===== src/rtl/vsgm_pkg.sv =====
package vsgm_pkg;

  localparam int unsigned HISTORY_DEPTH = 64;
  localparam int unsigned HIST_AW = $clog2(HISTORY_DEPTH);
  localparam int unsigned FILL_W = $clog2(HISTORY_DEPTH + 1);
  localparam int unsigned FOLD_W = FILL_W + 5;
  localparam int unsigned STEP_W = 7;
  localparam int unsigned DIV_W = (FILL_W > STEP_W) ? FILL_W : STEP_W;
  localparam int unsigned NUM_W = 64;
  localparam int unsigned DIV_BITS = 4;
  localparam int unsigned DIV_CNT_W = $clog2(NUM_W / DIV_BITS);

  localparam logic [63:0] MIX_K1 = 64'hbf58476d1ce4e5b9;
  localparam logic [63:0] MIX_K2 = 64'h94d049bb133111eb;
  localparam logic [63:0] SEED_RESET = 64'h0000_0000_474c_4943;
  localparam logic [16:0] ONE_FRAC = 17'h10000;

  localparam int unsigned PADDR_W = 5;
  localparam int unsigned PDATA_W = 64;

  localparam logic [1:0] REG_EFFECT = 2'd0;
  localparam logic [1:0] REG_AMOUNT = 2'd1;
  localparam logic [1:0] REG_SEED = 2'd2;

  localparam logic [3:0] EFF_NONE = 4'd0;
  localparam logic [3:0] EFF_VORTEX = 4'd1;
  localparam logic [3:0] EFF_MIRROR = 4'd2;
  localparam logic [3:0] EFF_QUANT = 4'd3;
  localparam logic [3:0] EFF_FREEZE = 4'd4;
  localparam logic [3:0] EFF_FLIP = 4'd5;
  localparam logic [3:0] EFF_BAND = 4'd6;
  localparam logic [3:0] EFF_TRANS = 4'd7;
  localparam logic [3:0] EFF_FOLD = 4'd8;

  typedef struct packed {
    logic [3:0]  effect_mode;
    logic [16:0] amount_frac;
    logic [63:0] hash_seed;
  } cfg_t;

  typedef enum logic [3:0] {
    ST_IDLE,
    ST_DECIDE,
    ST_HASH_KEY,
    ST_HASH_SEL,
    ST_HASH_TR,
    ST_DIV_A,
    ST_DIV_B,
    ST_DIV_H,
    ST_FIN
  } state_e;

  typedef enum logic [1:0] {
    HS_KEY,
    HS_MIX,
    HS_TRANS
  } hash_src_e;

  typedef enum logic [1:0] {
    DS_QA,
    DS_QB,
    DS_FOLD,
    DS_TRANS
  } div_src_e;

  typedef struct packed {
    logic      load_in;
    logic      ord_adv;
    logic      hash_start;
    hash_src_e hash_src;
    logic      div_start;
    div_src_e  div_src;
    logic      rem_cap_a;
    logic      rem_cap_b;
    logic      mem_rd;
    logic      sel_load;
    logic      finish;
  } dp_cmd_t;

  typedef struct packed {
    logic active;
    logic is_coef;
    logic sel_now;
    logic mode_quant;
    logic mode_trans;
    logic mode_fold;
    logic fill_zero;
    logic hash_done;
    logic div_done;
  } dp_sts_t;

endpackage


===== src/rtl/vsgm_regs.sv =====
module vsgm_regs (
  input  logic                          clk_i,
  input  logic                          rst_ni,
  input  logic                          psel,
  input  logic                          penable,
  input  logic                          pwrite,
  input  logic [vsgm_pkg::PADDR_W-1:0]  paddr,
  input  logic [vsgm_pkg::PDATA_W-1:0]  pwdata,
  output logic [vsgm_pkg::PDATA_W-1:0]  prdata,
  output logic                          pready,
  output vsgm_pkg::cfg_t                cfg_o
);
  import vsgm_pkg::*;

  logic [3:0]  effect_q;
  logic [16:0] amount_q;
  logic [63:0] seed_q;
  logic        wr;
  logic [1:0]  idx;

  assign wr = psel & penable & pwrite;
  assign idx = paddr[PADDR_W-1:3];
  assign pready = 1'b1;

  always_ff @(posedge clk_i or negedge rst_ni) begin
    if (!rst_ni) begin
      effect_q <= EFF_NONE;
      amount_q <= '0;
      seed_q <= SEED_RESET;
    end else if (wr) begin
      case (idx)
        REG_EFFECT: effect_q <= pwdata[3:0];
        REG_AMOUNT: amount_q <= pwdata[16:0];
        REG_SEED:   seed_q <= pwdata;
        default: ;
      endcase
    end
  end

  always_comb begin
    case (idx)
      REG_EFFECT: prdata = PDATA_W'(effect_q);
      REG_AMOUNT: prdata = PDATA_W'(amount_q);
      REG_SEED:   prdata = seed_q;
      default:    prdata = '0;
    endcase
  end

  assign cfg_o = '{effect_mode: effect_q, amount_frac: amount_q, hash_seed: seed_q};
endmodule


===== config.mk =====
export PLATFORM = sky130hd
export DESIGN_NAME = vsgm_regs
export DESIGN_NICKNAME = d
export VERILOG_FILES = /design/src/rtl/vsgm_pkg.sv /design/src/rtl/vsgm_regs.sv
export SDC_FILE = /design/constraint.sdc
export NUM_CORES = 1
export LEC_CHECK = 0
export CAP_MARGIN = 25
export CORE_ASPECT_RATIO = 0.9
export CORE_UTILIZATION = 40
export CTS_BUF_LIST = sky130_fd_sc_hd__clkbuf_16
export DETAILED_ROUTE_END_ITERATION = 16
export DONT_BUFFER_PORTS = 1
export PLACE_DENSITY = 0.65
export REMOVE_ABC_BUFFERS = 1
export SYNTH_ARGS = -nofsm -noshare
export SYNTH_HDL_FRONTEND = slang
export SYNTH_SLANG_ARGS = --single-unit

===== constraint.sdc =====
create_clock -name clk_i -period 1.28 [get_ports clk_i]
set_input_delay 0.192 -clock clk_i [delete_from_list [all_inputs] [get_ports clk_i]]
set_output_delay 0.192 -clock clk_i [all_outputs]
set_load 0.01 [all_outputs]

==> impl_results.md, run 1 <==
* Cells after DPL at ~390
* Synth unique cells at 22
* Final hold slack at -440 ps
* First-pass DRT Iterations at 4
* Avg Cell Area, Syn at 14.2 um2
* Commonest cells post-synth: 75 x mux2_2, 72 x dfrtp_1, 47 x and2_1, 13 x a22o_1, 13 x dfstp_2
* Post-layout util at 50.9%
* CP required at 1090 ps
* Worst-path fanout max at 3
* Crit end category: output pin
* Leading area contributor after synthesis: dfrtp_1
* Seq cells post-synth at 85
* Post-route minimum period at ~1300 ps
* RR Startpoint: seed_q[63]
* Cell Chain, Critical Path: mux2i_2, o21ai_2, buf_4
* Global-route usage over all layers at 15.3%
* Reg clk slew, reported paths at approximately 60 ps
* Clock H-tree levels at 3
* Largest net degree at the start of global routing at between 80 and 90
* Top-area cell type share of the netlist area at between 40% and 50%
* R2R cell count at 1
* Max-cap violations at 0
* Clock root cell: clkbuf_16
* First-pass GRT wire length at 11.7 mm
* Syn Inst Count at 268
* Final Hold Viols at 85
* Number of I/O port buffers at 0
* Fin nets at ~380
* Crit Path Class: flip-flop to output pin
* Endpoints failing setup at 3
* # Post-CTS Setup Buffers at 0
* Post-synth EDFFs at 0
* Post-route cell area at about 4700 um2
* Synth warn at 0
* Placed Area at roughly 4000 um2
* Top-level I/O count at 224
* Crit path max-delay family: flip-flops
* Power per cell area at ~1700 nW/um2
* ANT nets after route at 0
* Status: complete, but fails checks
* Failing checks: hold timing, setup timing
* CTS tree: yes
* Tightest Hold Check Type: primary input to async pin
* Die Wd at 105 um
* Mapped Area at between 3000 and 4000 um2
* Routed wirelength normalized by instance count at around 19 um
* DRC viols at 0
* Worst path bufs/invs at 1
* Clock Skew at 0 ps
* Die Height at around 94 um
* Asr flop ratio synth at 100%
* Largest stage delay on the critical path at around 450 ps
* Data arrival, critical path at 1160 ps
* Initial DRC count at a little over 80
* Most frequent cell after synthesis: mux2_2
* Global route overflow at 0
* Worst-case clock buffer depth at 2
* Layout Cells excl Fill at 431
* Clock Sinks at 85
* Drt total wl at 7.98 mm
* Layout cells sized above 1 at 46.9%
* Clk Latency, worst-skew pair at between 300 and 400 ps
* FILL cells at ~790
* Initial Util at just over 40%
* Setup ws final at -67.0 ps
* RSZ-0062 raised after global routing: yes
* Final cycle utilization of the critical path at 105%
* Dpl hpwl at 5.57 mm
* Die area at ~9900 um2
* Area delta synth->final at 22.9%
* Vias in the first global route at between 2000 and 2500
* GPL Wtd Cong at 0.733
* Most used DFF post-synth: dfrtp_1
* Drt via density at about 5.3
* Worst reg-to-reg setup slack at between 400 and 500 ps
* P_leak at 0.00204 uW
* Antenna fix cells at 0
* Seq/Total Area, Yosys at a little under three fifths
* Synth area leaders: dfrtp_1 47%, mux2_2 22%, dfstp_2 9.0%
* Row cnt at 33
* Startpoint Class: flip-flop
* Max frequency at ~740 MHz
* TritonCTS Buffers at 9
* CP max stage cell: dfrtp_2
* Max VDD drop at 0.807 mV
* Core area at 9170 um2
* Via count at between 2000 and 2500
* Initial antenna violation count at 0
* RR Endpoint: seed_q[63]
* Slew Limit Fails at 0
[power breakdown]
group / total, uW / internal (uW) / leakage [uW] / switching [uW]
clock: 2660 / 1680 / 0.000158 / 976
combinational: 1160 / 744 / 0.000872 / 421
sequential: 4290 / 3400 / 0.00101 / 895
total: 8120 / 5830 / 0.00204 / 2290
[kinds of logic after synthesis]
| group | count (synthesis) | share of synthesized area [%] |
|---|---|---|
| simple gates | 57 | 9.20 |
| compound gates | 17 | 3.53 |
| other cells | 1 | 0.0988 |
| mux | 89 | 27.3 |
| flops | 85 | 56.5 |
| buf+inv | 19 | 3.46 |
[worst max-delay path by stage]
stage                 from          end  cells after the start
3_3_place_gp        pwrite  amount_q[8]                      4
4_1_cts          seed_q[1]    prdata[1]                      3
5_1_grt        amount_q[1]    prdata[1]                      3
6_report       amount_q[1]    prdata[1]                      3
2_1_floorplan       pwrite    seed_q[0]                      3
3_5_place_dp        pwrite  amount_q[9]                      4
[stage by stage]
step                      setup TNS (ps)  power, uW  hold WS (ps)  setup slack (ps)
after floorplan                  -304180       5050          -104             -4450
after global placement             -5140       5330          -102              -106
after detailed placement           -5340       5390          -102              -106
after CTS                           -195       8160          -457              -118
after global routing                -367       8530          -466              -142
final                              -78.3       8120          -440             -67.0
[routing by layer]
| layer | routed length [um] | GRT usage (%) | vias up | part of all wire [%] |
|---|---|---|---|---|
| li1 | - | - | 998 | - |
| met1 | 3170 | 16.9 | 1139 | 40 |
| met2 | 4060 | 26.7 | 142 | 51 |
| met3 | 597 | 6.07 | 14 | 7.5 |
| met4 | 147 | 6.22 | 0 | 1.8 |
| met5 | 0 | 0 | - | 0 |
[layout make-up]
cell class | instances | area (um2) | area share (%)
Clock buffer | 9 | 225 | 4.83
Clock inverter | 6 | 81.3 | 1.74
Multi-Input combinational cell | 164 | 1570 | 33.6
Sequential cell | 85 | 2150 | 46.0
Tap cell | 122 | 153 | 3.27
Timing Repair Buffer | 45 | 490 | 10.5
[sequential cells by signal, summed over array words and instances (netlist names)]
signal and cells:
amount_q 17, effect_q 4, seed_q 64
[cell usage in the layout, fill, tap and decap left out, types with 3 or more instances in the layout]
master	netlist	final
mux2_2	75	75
mux2i_1	4	3
dfrtp_1	72	68
dfstp_2	13	13
clkbuf_16	0	9
buf_4	7	8
dfrtp_2	0	4
o21ai_2	0	4
and2_1	47	40
mux2_4	10	10
and2_4	0	7
dlygate4sd3_1	0	31
a22o_1	13	13
buf_12	1	6
[repair_timing]
item | 4_1_cts | 5_1_grt
setup endpoints to repair | 10 | 15
endpoints found under the hold margin | 95 | 108
cloned | 0 | 0
gates resized for setup | 10 | 12
hold buffers | 10 | 21
Note: power is estimated with default switching activity, not from simulation.
==> run 2: changes to the inputs <==
Settings changed: CTS_CLUSTER_DIAMETER set to 40, PLACE_DENSITY 0.65 to 0.63.
Clock period 1.28 ns to 1.6 ns, I/O delays scaled along.
==> impl_results.md, run 2 (same netlist as run 1, synthesis figures left out) <==
* Initial antenna violation count at 0 (unchanged)
* Psw at 1780 uW (-22%)
* Fin nets at 343 (-9.5%)
* P_leak at 0.00187 uW (-8.7%)
* Final cycle utilization of the critical path at between 80 and 90%
* Global route overflow at 0 (unchanged)
* Top reg by flops: seed_q
* Clock Sinks at 85 (unchanged)
* Area delta synth->final at 11.9%
* Drt via density at 5.35 (+0.60%)
* Antenna fix cells at 0 (unchanged)
* Setup ws final at 172 ps (+239 ps)
* Failing checks: hold timing
* Final hold slack at -396 ps (+43.7 ps)
* CTS tree: yes
* Post-route cell area at 4250 um2 (-9.0%)
* First-pass GRT wire length at 11.2 mm (-4.2%)
* Worst-path fanout max at 3 (unchanged)
* Reg clk slew, reported paths at 60 ps (about the same)
* Clock power share at 35.1% (+2.3 points)
* Endpoints failing setup at 0 (-3)
* # Post-CTS Setup Buffers at 0 (unchanged)
* ANT nets after route at 0 (unchanged)
* Via count at 2114 (-7.8%)
* Top-level I/O count at 224 (unchanged)
* Most common cell after layout, fill and taps aside: mux2_2
* Startpoint Class: flip-flop
* Largest net degree at the start of global routing at 86 (unchanged)
* Die area at 9880 um2 (unchanged)
* Clk Latency, worst-skew pair at 320 ps (about the same)
* Status: complete, but fails checks
* Number of I/O port buffers at 0 (unchanged)
* Die Height at 94.4 um (unchanged)
* TritonCTS Buffers at 9 (unchanged)
* Sequential cell fraction of total power at 52.4% (-0.5 points)
* Crit Path Class: flip-flop to output pin
* Tightest Hold Check Type: primary input to async pin
* Worst-case clock buffer depth at 2 (unchanged)
* Cell Chain, Critical Path: mux2i_1, o21ai_0
* Initial DRC count at 41 (-51%)
* Core area at 9170 um2 (unchanged)
* Largest stage delay on the critical path at 430 ps (-20 ps)
* Dpl ws at 73.8 ps (+180 ps)
* Row cnt at 33 (unchanged)
* Max-cap violations at 0 (unchanged)
* Final Hold Viols at 85 (unchanged)
* Post-route minimum period at around 1400 ps
* Initial Util at 41.4% (unchanged)
* Commonest cells after routing, fill and taps aside: 75 x mux2_2, 72 x dfrtp_1, 47 x and2_1
* Design Power at 6510 uW (-20%)
* Largest register FFs at 64 (unchanged)
* Drt total wl at 7.48 mm (-6.2%)
* RSZ-0062 raised after global routing: no
* Int Pwr at 4730 uW (-19%)
* Regs by FF count: seed_q x64, amount_q x17, effect_q x4
* Placed Area at 3920 um2 (-2.2%)
* Max VDD drop at 0.582 mV (-28%)
* Global-route usage over all layers at 14.9% (-0.38 points)
* Max frequency at roughly 700 MHz
* Dpl hpwl at 5.16 mm (-7.3%)
* Crit end category: output pin
* Power per cell area at 1530 nW/um2 (-12%)
* Clock root cell: clkbuf_16
* Vias in the first global route at 2105 (-5.0%)
* Die Wd at 105 um (unchanged)
* Routed wirelength normalized by instance count at 18.9 um (+2.3%)
* Layout cells sized above 1 at 44.7% (-2.2 points)
* Clock Skew at 0 ps (unchanged)
* Switching Share at 27.3% (-0.91 points)
* CP required at 1360 ps (+270 ps)
* GPL Wtd Cong at 0.692 (-5.6%)
* First-pass DRT Iterations at 4 (unchanged)
* CP max stage cell: dfrtp_1
* Data arrival, critical path at 1190 ps (+30 ps)
* Comb pwr share at 12.5% (-1.8 points)
* Slew Limit Fails at 0 (unchanged)
* Clock H-tree levels at 3 (unchanged)
* DRC viols at 0 (unchanged)
* Post-CTS resize count at 0 (-10)
==> run 2: cell count changes in the layout (fill, tap and decap cells not counted), sizes merged <==
| cell | before | now |
|---|---|---|
| dlygate4sd3 | 31 | 0 |
| clkinvlp | 0 | 1 |
| bufinv | 2 | 3 |
| clkinv | 2 | 0 |
| buf | 14 | 9 |
==> run 2: layer usage <==
metal  GRT usage, %  vias up  part of all wire [%]
met2           25.8      133                    51
li1               -      925                     -
met4           5.63        0                   1.0
met1           17.4     1050                    40
met5              0        -                     0
met3           5.11        6                   7.7
==> run 2: power groups by stage <==
stage	logic (uW)	clock network, uW	registers, uW
5_1_grt	893	2450	3490
6_report	816	2280	3410
3_5_place_dp	834	0	3450
3_3_place_gp	800	0	3440
2_1_floorplan	737	0	3300
4_1_cts	831	2370	3420
==> run 2: final timing paths <==
kind / start / to / slack [ps] / cells after the start
worst max-delay path: amount_q[3] / prdata[3] / 170 / 2
worst min register to register: seed_q[49] / seed_q[49] / 590 / 1
worst min-delay path: rst_ni / seed_q[13] / -400 / 0
min in group clk_i: pwdata[5] / amount_q[5] / 60 / 1
max in group asynchronous: rst_ni / seed_q[25] / 1780 / 0
worst max register to register: amount_q[7] / amount_q[7] / 760 / 1
==> run 2: worst max-delay path: cells and delay by family, from the launching register on <==
family | cells | cell delay (ps)
compound gates | 1 | 340
flops | 1 | 430
mux | 1 | 100
==> run 2: stage by stage <==
| step | cells | TNS [ps] | utilization [%] |
|---|---|---|---|
| after floorplan | 249 | -269180 | - |
| after global placement | 380 | 0 | 42.7 |
| after detailed placement | 380 | 0 | 42.7 |
| after CTS | 395 | 0 | 46.3 |
| after global routing | 395 | 0 | 46.3 |
| final | 395 | 0 | 46.3 |
==> run 2: cell type report <==
class                      count  area [um2]
fill                         817        4920
sequential                    85        2140
multi-input combinational    164        1530
clock buffer                   9         225
tap                          122         153
clock inverter                 6         105
timing repair buffer           9        92.6
