## src/rtl/vsgm_pkg.sv

```systemverilog
package vsgm_pkg;

  localparam int unsigned HISTORY_DEPTH = 64;
  localparam int unsigned HIST_AW = $clog2(HISTORY_DEPTH);
  localparam int unsigned FILL_W = $clog2(HISTORY_DEPTH + 1);
  localparam int unsigned FOLD_W = FILL_W + 5;
  localparam int unsigned STEP_W = 7;
  localparam int unsigned DIV_W = (FILL_W > STEP_W) ? FILL_W : STEP_W;
  localparam int unsigned NUM_W = 64;
  localparam int unsigned DIV_BITS = 4;
  localparam int unsigned DIV_CNT_W = $clog2(NUM_W / DIV_BITS);

  localparam logic [63:0] MIX_K1 = 64'hbf58476d1ce4e5b9;
  localparam logic [63:0] MIX_K2 = 64'h94d049bb133111eb;
  localparam logic [63:0] SEED_RESET = 64'h0000_0000_474c_4943;
  localparam logic [16:0] ONE_FRAC = 17'h10000;

  localparam int unsigned PADDR_W = 5;
  localparam int unsigned PDATA_W = 64;

  localparam logic [1:0] REG_EFFECT = 2'd0;
  localparam logic [1:0] REG_AMOUNT = 2'd1;
  localparam logic [1:0] REG_SEED = 2'd2;

  localparam logic [3:0] EFF_NONE = 4'd0;
  localparam logic [3:0] EFF_VORTEX = 4'd1;
  localparam logic [3:0] EFF_MIRROR = 4'd2;
  localparam logic [3:0] EFF_QUANT = 4'd3;
  localparam logic [3:0] EFF_FREEZE = 4'd4;
  localparam logic [3:0] EFF_FLIP = 4'd5;
  localparam logic [3:0] EFF_BAND = 4'd6;
  localparam logic [3:0] EFF_TRANS = 4'd7;
  localparam logic [3:0] EFF_FOLD = 4'd8;

  typedef struct packed {
    logic [3:0]  effect_mode;
    logic [16:0] amount_frac;
    logic [63:0] hash_seed;
  } cfg_t;

  typedef enum logic [3:0] {
    ST_IDLE,
    ST_DECIDE,
    ST_HASH_KEY,
    ST_HASH_SEL,
    ST_HASH_TR,
    ST_DIV_A,
    ST_DIV_B,
    ST_DIV_H,
    ST_FIN
  } state_e;

  typedef enum logic [1:0] {
    HS_KEY,
    HS_MIX,
    HS_TRANS
  } hash_src_e;

  typedef enum logic [1:0] {
    DS_QA,
    DS_QB,
    DS_FOLD,
    DS_TRANS
  } div_src_e;

  typedef struct packed {
    logic      load_in;
    logic      ord_adv;
    logic      hash_start;
    hash_src_e hash_src;
    logic      div_start;
    div_src_e  div_src;
    logic      rem_cap_a;
    logic      rem_cap_b;
    logic      mem_rd;
    logic      sel_load;
    logic      finish;
  } dp_cmd_t;

  typedef struct packed {
    logic active;
    logic is_coef;
    logic sel_now;
    logic mode_quant;
    logic mode_trans;
    logic mode_fold;
    logic fill_zero;
    logic hash_done;
    logic div_done;
  } dp_sts_t;

endpackage

```

## src/rtl/vsgm_ctrl.sv

```systemverilog
module vsgm_ctrl (
  input  logic              clk_i,
  input  logic              rst_ni,
  input  logic              in_valid_i,
  output logic              in_ready_o,
  output logic              out_valid_o,
  input  logic              out_ready_i,
  input  vsgm_pkg::dp_sts_t sts_i,
  output vsgm_pkg::dp_cmd_t cmd_o
);
  import vsgm_pkg::*;

  state_e state_q;
  state_e state_d;
  logic   out_valid_q;
  logic   out_valid_d;
  logic   out_free;

  assign out_free = !out_valid_q || out_ready_i;

  always_comb begin
    state_d = state_q;
    case (state_q)
      ST_IDLE:     if (in_valid_i) state_d = ST_DECIDE;
      ST_DECIDE:   state_d = sts_i.active ? ST_HASH_KEY : ST_FIN;
      ST_HASH_KEY: if (sts_i.hash_done) state_d = ST_HASH_SEL;
      ST_HASH_SEL: begin
        if (sts_i.hash_done) begin
          if (!sts_i.sel_now) state_d = ST_FIN;
          else if (!sts_i.is_coef) state_d = sts_i.mode_quant ? ST_DIV_A : ST_FIN;
          else if (sts_i.fill_zero) state_d = ST_FIN;
          else if (sts_i.mode_trans) state_d = ST_HASH_TR;
          else if (sts_i.mode_fold) state_d = ST_DIV_H;
          else state_d = ST_FIN;
        end
      end
      ST_HASH_TR:  if (sts_i.hash_done) state_d = ST_DIV_H;
      ST_DIV_A:    if (sts_i.div_done) state_d = ST_DIV_B;
      ST_DIV_B:    if (sts_i.div_done) state_d = ST_FIN;
      ST_DIV_H:    if (sts_i.div_done) state_d = ST_FIN;
      ST_FIN:      if (out_free) state_d = ST_IDLE;
      default:     state_d = ST_IDLE;
    endcase
  end

  always_comb begin
    cmd_o = '0;
    in_ready_o = 1'b0;
    case (state_q)
      ST_IDLE: begin
        in_ready_o = 1'b1;
        cmd_o.load_in = in_valid_i;
      end
      ST_DECIDE: begin
        if (sts_i.active) begin
          cmd_o.ord_adv = 1'b1;
          cmd_o.hash_start = 1'b1;
          cmd_o.hash_src = HS_KEY;
        end
      end
      ST_HASH_KEY: begin
        if (sts_i.hash_done) begin
          cmd_o.hash_start = 1'b1;
          cmd_o.hash_src = HS_MIX;
        end
      end
      ST_HASH_SEL: begin
        if (sts_i.hash_done) begin
          cmd_o.sel_load = 1'b1;
          if (sts_i.sel_now && !sts_i.is_coef && sts_i.mode_quant) begin
            cmd_o.div_start = 1'b1;
            cmd_o.div_src = DS_QA;
          end
          if (sts_i.sel_now && sts_i.is_coef && !sts_i.fill_zero) begin
            if (sts_i.mode_trans) begin
              cmd_o.hash_start = 1'b1;
              cmd_o.hash_src = HS_TRANS;
            end else if (sts_i.mode_fold) begin
              cmd_o.div_start = 1'b1;
              cmd_o.div_src = DS_FOLD;
            end
          end
        end
      end
      ST_HASH_TR: begin
        if (sts_i.hash_done) begin
          cmd_o.div_start = 1'b1;
          cmd_o.div_src = DS_TRANS;
        end
      end
      ST_DIV_A: begin
        if (sts_i.div_done) begin
          cmd_o.rem_cap_a = 1'b1;
          cmd_o.div_start = 1'b1;
          cmd_o.div_src = DS_QB;
        end
      end
      ST_DIV_B: cmd_o.rem_cap_b = sts_i.div_done;
      ST_DIV_H: cmd_o.mem_rd = sts_i.div_done;
      ST_FIN:   cmd_o.finish = out_free;
      default: ;
    endcase
  end

  assign out_valid_d = cmd_o.finish || (out_valid_q && !out_ready_i);

  always_ff @(posedge clk_i or negedge rst_ni) begin
    if (!rst_ni) begin
      state_q <= ST_IDLE;
      out_valid_q <= 1'b0;
    end else begin
      state_q <= state_d;
      out_valid_q <= out_valid_d;
    end
  end

  assign out_valid_o = out_valid_q;
endmodule

```

## config.mk

```make
export PLATFORM = sky130hd
export DESIGN_NAME = vsgm_ctrl
export DESIGN_NICKNAME = d
export VERILOG_FILES = /design/src/rtl/vsgm_pkg.sv /design/src/rtl/vsgm_ctrl.sv
export SDC_FILE = /design/constraint.sdc
export NUM_CORES = 1
export LEC_CHECK = 0
export BUFFER_PORTS_ARGS = -buffer_cell sky130_fd_sc_hd__buf_2
export CAP_MARGIN = 20
export CORE_UTILIZATION = 44
export CTS_BUF_LIST = sky130_fd_sc_hd__clkbuf_16
export DETAILED_ROUTE_END_ITERATION = 10
export PLACE_DENSITY = 0.77
export SETUP_SLACK_MARGIN = 0.4
export SLEW_MARGIN = 20
export SYNTH_ARGS = -nofsm -noshare
export SYNTH_HDL_FRONTEND = slang
export SYNTH_SLANG_ARGS = --single-unit
export TNS_END_PERCENT = 50
```

## constraint.sdc

```tcl
create_clock -name clk_i -period 1.6 [get_ports clk_i]
set_input_delay 0.08 -clock clk_i [delete_from_list [all_inputs] [get_ports clk_i]]
set_output_delay 0.08 -clock clk_i [all_outputs]
set_load 0.005 [all_outputs]
```

==> results of run 1 <==
[timing repair]
action	CTS	global route
resized for setup	19	4
setup buffers	10	0
setup endpoints to repair	18	18
pin swaps	14	3
endpoints found under the hold margin	5	0
gates cloned	0	0
hold buffers	1	0
[through the flow]
step	hold WS [ns]	area, sq um
floorplan	-0.2156	596.8
global placement	-0.1029	734.5
detailed placement	-0.1006	734.5
CTS	0.1520	973.4
global route	0.2101	993.5
finish	0.1884	993.5
[final cells by class]
cell class,count,area (sq um)
Clock inverter,1,3.754
Inverter,5,18.77
Fill cell,75,177.7
Multi-Input combinational cell,59,478.0
Timing Repair Buffer,43,270.3
Tap cell,14,17.52
Clock buffer,3,75.07
Sequential cell,5,130.1
[placed cells by master (no fill, tap or decap), types with 2 or more instances in the layout]
cell and instances:
nor2_4 2, nor3_1 2, nor2_1 5, nand2_2 2
buf_2 28, dfrtp_2 4, o21ai_0 2, a21oi_1 7
mux2i_2 2, inv_1 4, inv_2 2, buf_4 10
nand2b_1 4, and4_1 3, o32ai_2 2, clkbuf_16 3
buf_6 4, nand2_1 4
[cells by family (layout without fill, tap and decap cells)]
group           Yosys count  in the layout  share of synthesized area [%]
compound gates           19             19                          22.13
buf+inv                  10             52                          12.13
flops                     5              5                          21.28
mux                       4              4                          7.659
simple gates             36             36                          36.81
[critical path, cell delays in order (launching register included)]
cell and delay [ns]:
dfrtp_2 0.45, buf_4 0.17, mux2i_2 0.16, a22oi_2 0.27, nand2_2 0.14, o32ai_2 0.27
[power by group]
group	total (W)	switching, W	internal [W]	leakage, nW
sequential	0.000286	0.0000961	0.000190	0.0603
combinational	0.00109	0.000547	0.000541	0.375
clock	0.000408	0.0000843	0.000324	0.0423
[how the worst min path moves through the flow]
stage                 from           to  slack (ns)  cells after the start
6_report       out_ready_i  out_valid_o        0.19                      3
3_3_place_gp        rst_ni   state_q[0]       -0.10                      1
2_1_floorplan       rst_ni  out_valid_o       -0.22                      0
5_1_grt        out_ready_i  out_valid_o        0.21                      3
4_1_cts        out_ready_i  out_valid_o        0.15                      3
3_5_place_dp        rst_ni   state_q[1]       -0.10                      1
[state kept, by name (all words and copies together) (netlist names)]
| name | cells |
|---|---|
| out_valid_o | 1 |
| state_q | 4 |
[layer usage]
layer	track usage, %	vias up
met2	55.00	50
li1	-	358
met3	8.140	10
met5	0	-
met4	11.21	0
met1	36.56	380
==> results.txt, run 1 <==
Global-route wire length before repair -> 3.139 mm
Skew-Pair Late Insertion Delay -> 0.23 ns
# clock sinks -> 5
Area Overhead vs Synth -> 68.94%
Slew margin rel. -> 79.83%
Cell Area, Synth -> 588.1 sq um
Post-synth EDFFs -> 0
Final setup viols -> 0
Top Metal Used -> met4
RSZ-0062 raised after global routing -> yes
Antenna violations before repair -> 0
Fin. Hold Viols -> 0
Synth top cells by count -> a21oi_1, nand2_1, nor2_1
Wire length on met3 -> 171 um
R2r startpoint -> state_q[2]
DR vias -> 798
Worst Setup Path Type -> reg -> reg
Avg Inst Size Synth -> 7.947 sq um
Post-placement cell count -> 115
Critical path arrival -> 1.69 ns
Clock slew at reported path FFs -> 0.03 ns
Inserted Diodes -> 0
Worst setup margin -> 0.03276 ns
Pins over their slew limit -> 0
Initial Utilization -> 50.21%
Drt drc -> 0
Synth Warn # -> 0
Cts bufs inserted -> 3
Tmin final -> 1.567 ns
Run status -> completed
Setup crit end kind -> flip-flop
PortBufs -> 27
CTS max path bufs -> 2
Die X-Extent -> 38.56 um
Largest net degree at the start of global routing -> 8
Met2 Wirelength -> 1.110 mm
Maxcap violations -> 0
Synth area leader -> dfrtp_1
Syn_nets -> 87
DP HPWL -> 1.212 mm
CP Max Fanout -> 5
Reg-to-Reg End -> state_q[3]
Pre-CTS setup slack -> 0.1647 ns
Wire per inst -> 17.19 um
Worst Setup EP -> state_q[3]
H-tree depth -> 1
PD cells -> 1793 mW/mm^2
M1 WL -> 901 um
Routed Antenna Nets -> 0
FMAX -> 638.1 MHz
Top cell type's share of synthesized area -> 21.28%
Top_reg_cell synth -> dfrtp_1
Sequential-to-total area share from yosys stat -> 21.28%
Worst-Margin Slew -> 0.2993 ns
Synth cell types -> 34
Period utilization -> 97.95%
Clock Tree Root -> clkbuf_16
Setup slack, reg-to-reg -> 0.03 ns
Final core occ -> 84.83%
Asr flop ratio synth -> 100.0%
Most common cell in the netlist -> a21oi_1
Seq cells post-synth -> 5
Grt total ovfl -> 0
Peak VDD IR -> 0.001161 V
Share of layout cells above drive strength 1 -> 59.48%
Drt pass-1 iters -> 4
GRT Total Usage -> 31.56%
Cells after Synth -> 74
Final Power -> 0.001781 W
Fin Setup TNS -> 0 ns
DIE HEIGHT -> 38.56 um
Vias in the first global route -> 719
Core Area -> 0.001171 sq mm
Hold WC Path Type -> in -> reg
WL final -> 2.235 mm
Placer Congestion -> 0.8397
Leak -> 0.4778 nW
Final non-filler cell total -> 130
CTS tree -> built
Setup crit start kind -> flip-flop
Synth area leaders -> dfrtp_1, buf_6, a21oi_1
# nets final -> 130
Overall die area -> 0.001487 sq mm
Critical Path RT -> 1.72 ns
IO Count -> 28
Final Skew -> 0.001844 ns
Std cell rows -> 12
Vias per cell -> 6.138
Drt initial violations -> 29
Worst Setup SP -> state_q[2]
FF-to-FF path depth -> 5
Power figures use the tool's default switching activity.
==> inputs of run 2 (changes only) <==
- CORE_MARGIN: default -> 3
- CTS_BUF_LIST: sky130_fd_sc_hd__clkbuf_16 -> default
==> run 2 against run 1 <==
  * The flow now finishes with violations (setup timing)
  * Utilization down 2.1 points
  * Global-route usage is 8.2 points lower
  * Sequential power about the same
  * Flip-flop and latch count unchanged
  * Maximum frequency shrank 3.1%
  * Die area grew 22%
  * Cell count is 0.77% higher
  * Power fell by 10%
  * Clock power down 62%
  * Largest cell class unchanged
  * Largest power group unchanged
  * Highest routed layer unchanged
==> results.txt, run 2 (synthesis gave the netlist of run 1 again) <==
Run status -> finished with violations
Failing checks -> setup timing
Final Skew -> 0.008174 ns (+0.006330 ns)
Worst Setup Path Type -> reg -> out
H-tree depth -> 1 (unchanged)
DP HPWL -> 1.164 mm (-3.9%)
Cts bufs inserted -> 3 (unchanged)
Tmin final -> 1.617 ns (+0.04938 ns)
FMAX -> 618.6 MHz (-3.1%)
Pre-CTS setup slack -> 0.08131 ns (-0.08342 ns)
CP Max Fanout -> 5 (unchanged)
Worst setup margin -> -0.01663 ns (-0.04938 ns)
Die X-Extent -> 42.56 um (+10%)
Vias per cell -> 6.061 (-1.3%)
Skew-Pair Late Insertion Delay -> 0.25 ns (+0.02 ns)
Slew margin rel. -> 81.39% (+1.6 points)
Final setup viols -> 1 (+1)
Largest reg by FF count -> state_q
Dpl cell area -> 719.4 sq um (-2.0%)
Pins over their slew limit -> 0 (unchanged)
Wire per inst -> 16.03 um (-6.8%)
CTS max path bufs -> 2 (unchanged)
GRT Total Usage -> 23.38% (-8.2 points)
Largest net degree at the start of global routing -> 9 (+1)
Final non-filler cell total -> 131 (+0.77%)
Vias in the first global route -> 762 (+6.0%)
DR vias -> 794 (-0.50%)
PortBufs -> 27 (unchanged)
IO Count -> 28 (unchanged)
Finished Cell Area -> 980.9 sq um (-1.3%)
Leak -> 0.4636 nW (-3.0%)
WHS -> 0.1675 ns (-0.02093 ns)
Maxcap violations -> 0 (unchanged)
Commonest non-fill, non-tap cell in the layout -> buf_2
Drt pass-1 iters -> 4 (unchanged)
Clock Tree Root -> clkbuf_4
Most frequent cells in the layout -> buf_2, buf_4, a21oi_1
# nets final -> 131 (+0.77%)
Setup crit end kind -> primary output
PD cells -> 1630 mW/mm^2 (-9.1%)
Fin. Hold Viols -> 0 (unchanged)
Worst Setup SP -> state_q[3]
Inserted Diodes -> 0 (unchanged)
Critical path arrival -> 1.54 ns (-0.15 ns)
Core Area -> 0.001186 sq mm (+1.3%)
Drt drc -> 0 (unchanged)
Std cell rows -> 12 (unchanged)
Post-placement cell count -> 113 (-1.7%)
RSZ-0062 raised after global routing -> yes
Area Overhead vs Synth -> 66.81%
R2r startpoint -> state_q[2]
WL final -> 2.100 mm (-6.0%)
# clock sinks -> 5 (unchanged)
Overall die area -> 0.001811 sq mm (+22%)
CTS tree -> built
Placer Congestion -> 0.8461 (+0.76%)
Period utilization -> 101.0% (+3.1 points)
Hold WC Path Type -> in -> async
Setup crit start kind -> flip-flop
DIE HEIGHT -> 42.56 um (+10%)
Clock slew at reported path FFs -> 0.05 ns (+0.02 ns)
Final core occ -> 82.70% (-2.1 points)
Critical Path RT -> 1.52 ns (-0.20 ns)
Grt total ovfl -> 0 (unchanged)
Worst-Margin Slew -> 0.2763 ns (-0.02309 ns)
Max reg flops -> 4 (unchanged)
Antenna violations before repair -> 0 (unchanged)
Routed Antenna Nets -> 0 (unchanged)
Global-route wire length before repair -> 3.243 mm (+3.3%)
Initial Utilization -> 49.58% (-0.64 points)
Drt initial violations -> 27 (-6.9%)
Peak VDD IR -> 0.001082 V (-6.8%)
Share of layout cells above drive strength 1 -> 63.25% (+3.8 points)
==> run 2: cell count changes in the layout (fill, tap and decap cells not counted), sizes merged <==
cell	previous run	this run
clkbuf	3	4
buf	42	43
inv	6	5
==> run 2: what timing repair did <==
| action | 4_1_cts | 5_1_grt |
|---|---|---|
| setup endpoints to repair | 18 | 18 |
| gates cloned | 0 | 0 |
| pin swaps | 9 | 6 |
| buffers inserted | 11 | 2 |
| resized for setup | 16 | 13 |
| hold buffers | 1 | 0 |
| endpoints found under the hold margin | 5 | 0 |
==> run 2: metal layers <==
| metal | track usage (%) | vias up | share of wire, % |
|---|---|---|---|
| met1 | 27.25 | 356 | 40 |
| met3 | 10.30 | 13 | 9.9 |
| met2 | 36.47 | 65 | 47 |
| met5 | 0 | - | 0 |
| met4 | 10.56 | 0 | 3.1 |
| li1 | - | 360 | - |
==> run 2: path summary, 6_finish.rpt <==
check / endpoint / slack (ns) / cells after the start
worst min register to register: out_valid_o / 0.56 / 2
min in group clk_i: out_valid_o / 0.17 / 3
worst max-delay path: cmd_o[10] / -0.02 / 5
worst max register to register: state_q[3] / 0.10 / 6
max in group asynchronous: state_q[2] / 1.28 / 2
worst min-delay path: state_q[3] / 0.17 / 2
==> run 2: power breakdown <==
group          internal [W]  switching [W]
sequential         0.000189      0.0000956
clock             0.0000948      0.0000589
combinational      0.000585       0.000575
==> run 2: per-stage QoR <==
step                      TNS [ns]   power, W
after floorplan                  0  0.0007940
after global placement           0  0.0009260
after detailed placement         0  0.0009297
after CTS                        0   0.001359
after global routing       -0.2037   0.001707
final                     -0.01663   0.001599
==> run 2: final cells by class <==
class | count | area, sq um
multi-input combinational | 59 | 505.5
timing repair buffer | 44 | 280.3
sequential | 5 | 130.1
tap | 14 | 17.52
inverter | 5 | 21.27
clock buffer | 4 | 26.28
fill | 67 | 205.2
==> run 2: critical path, stage by stage, from the launching register on <==
cell and delay (ns):
dfrtp_2 0.43, nor2_4 0.05, buf_4 0.13, and4_1 0.20, or3_1 0.34, buf_2 0.13
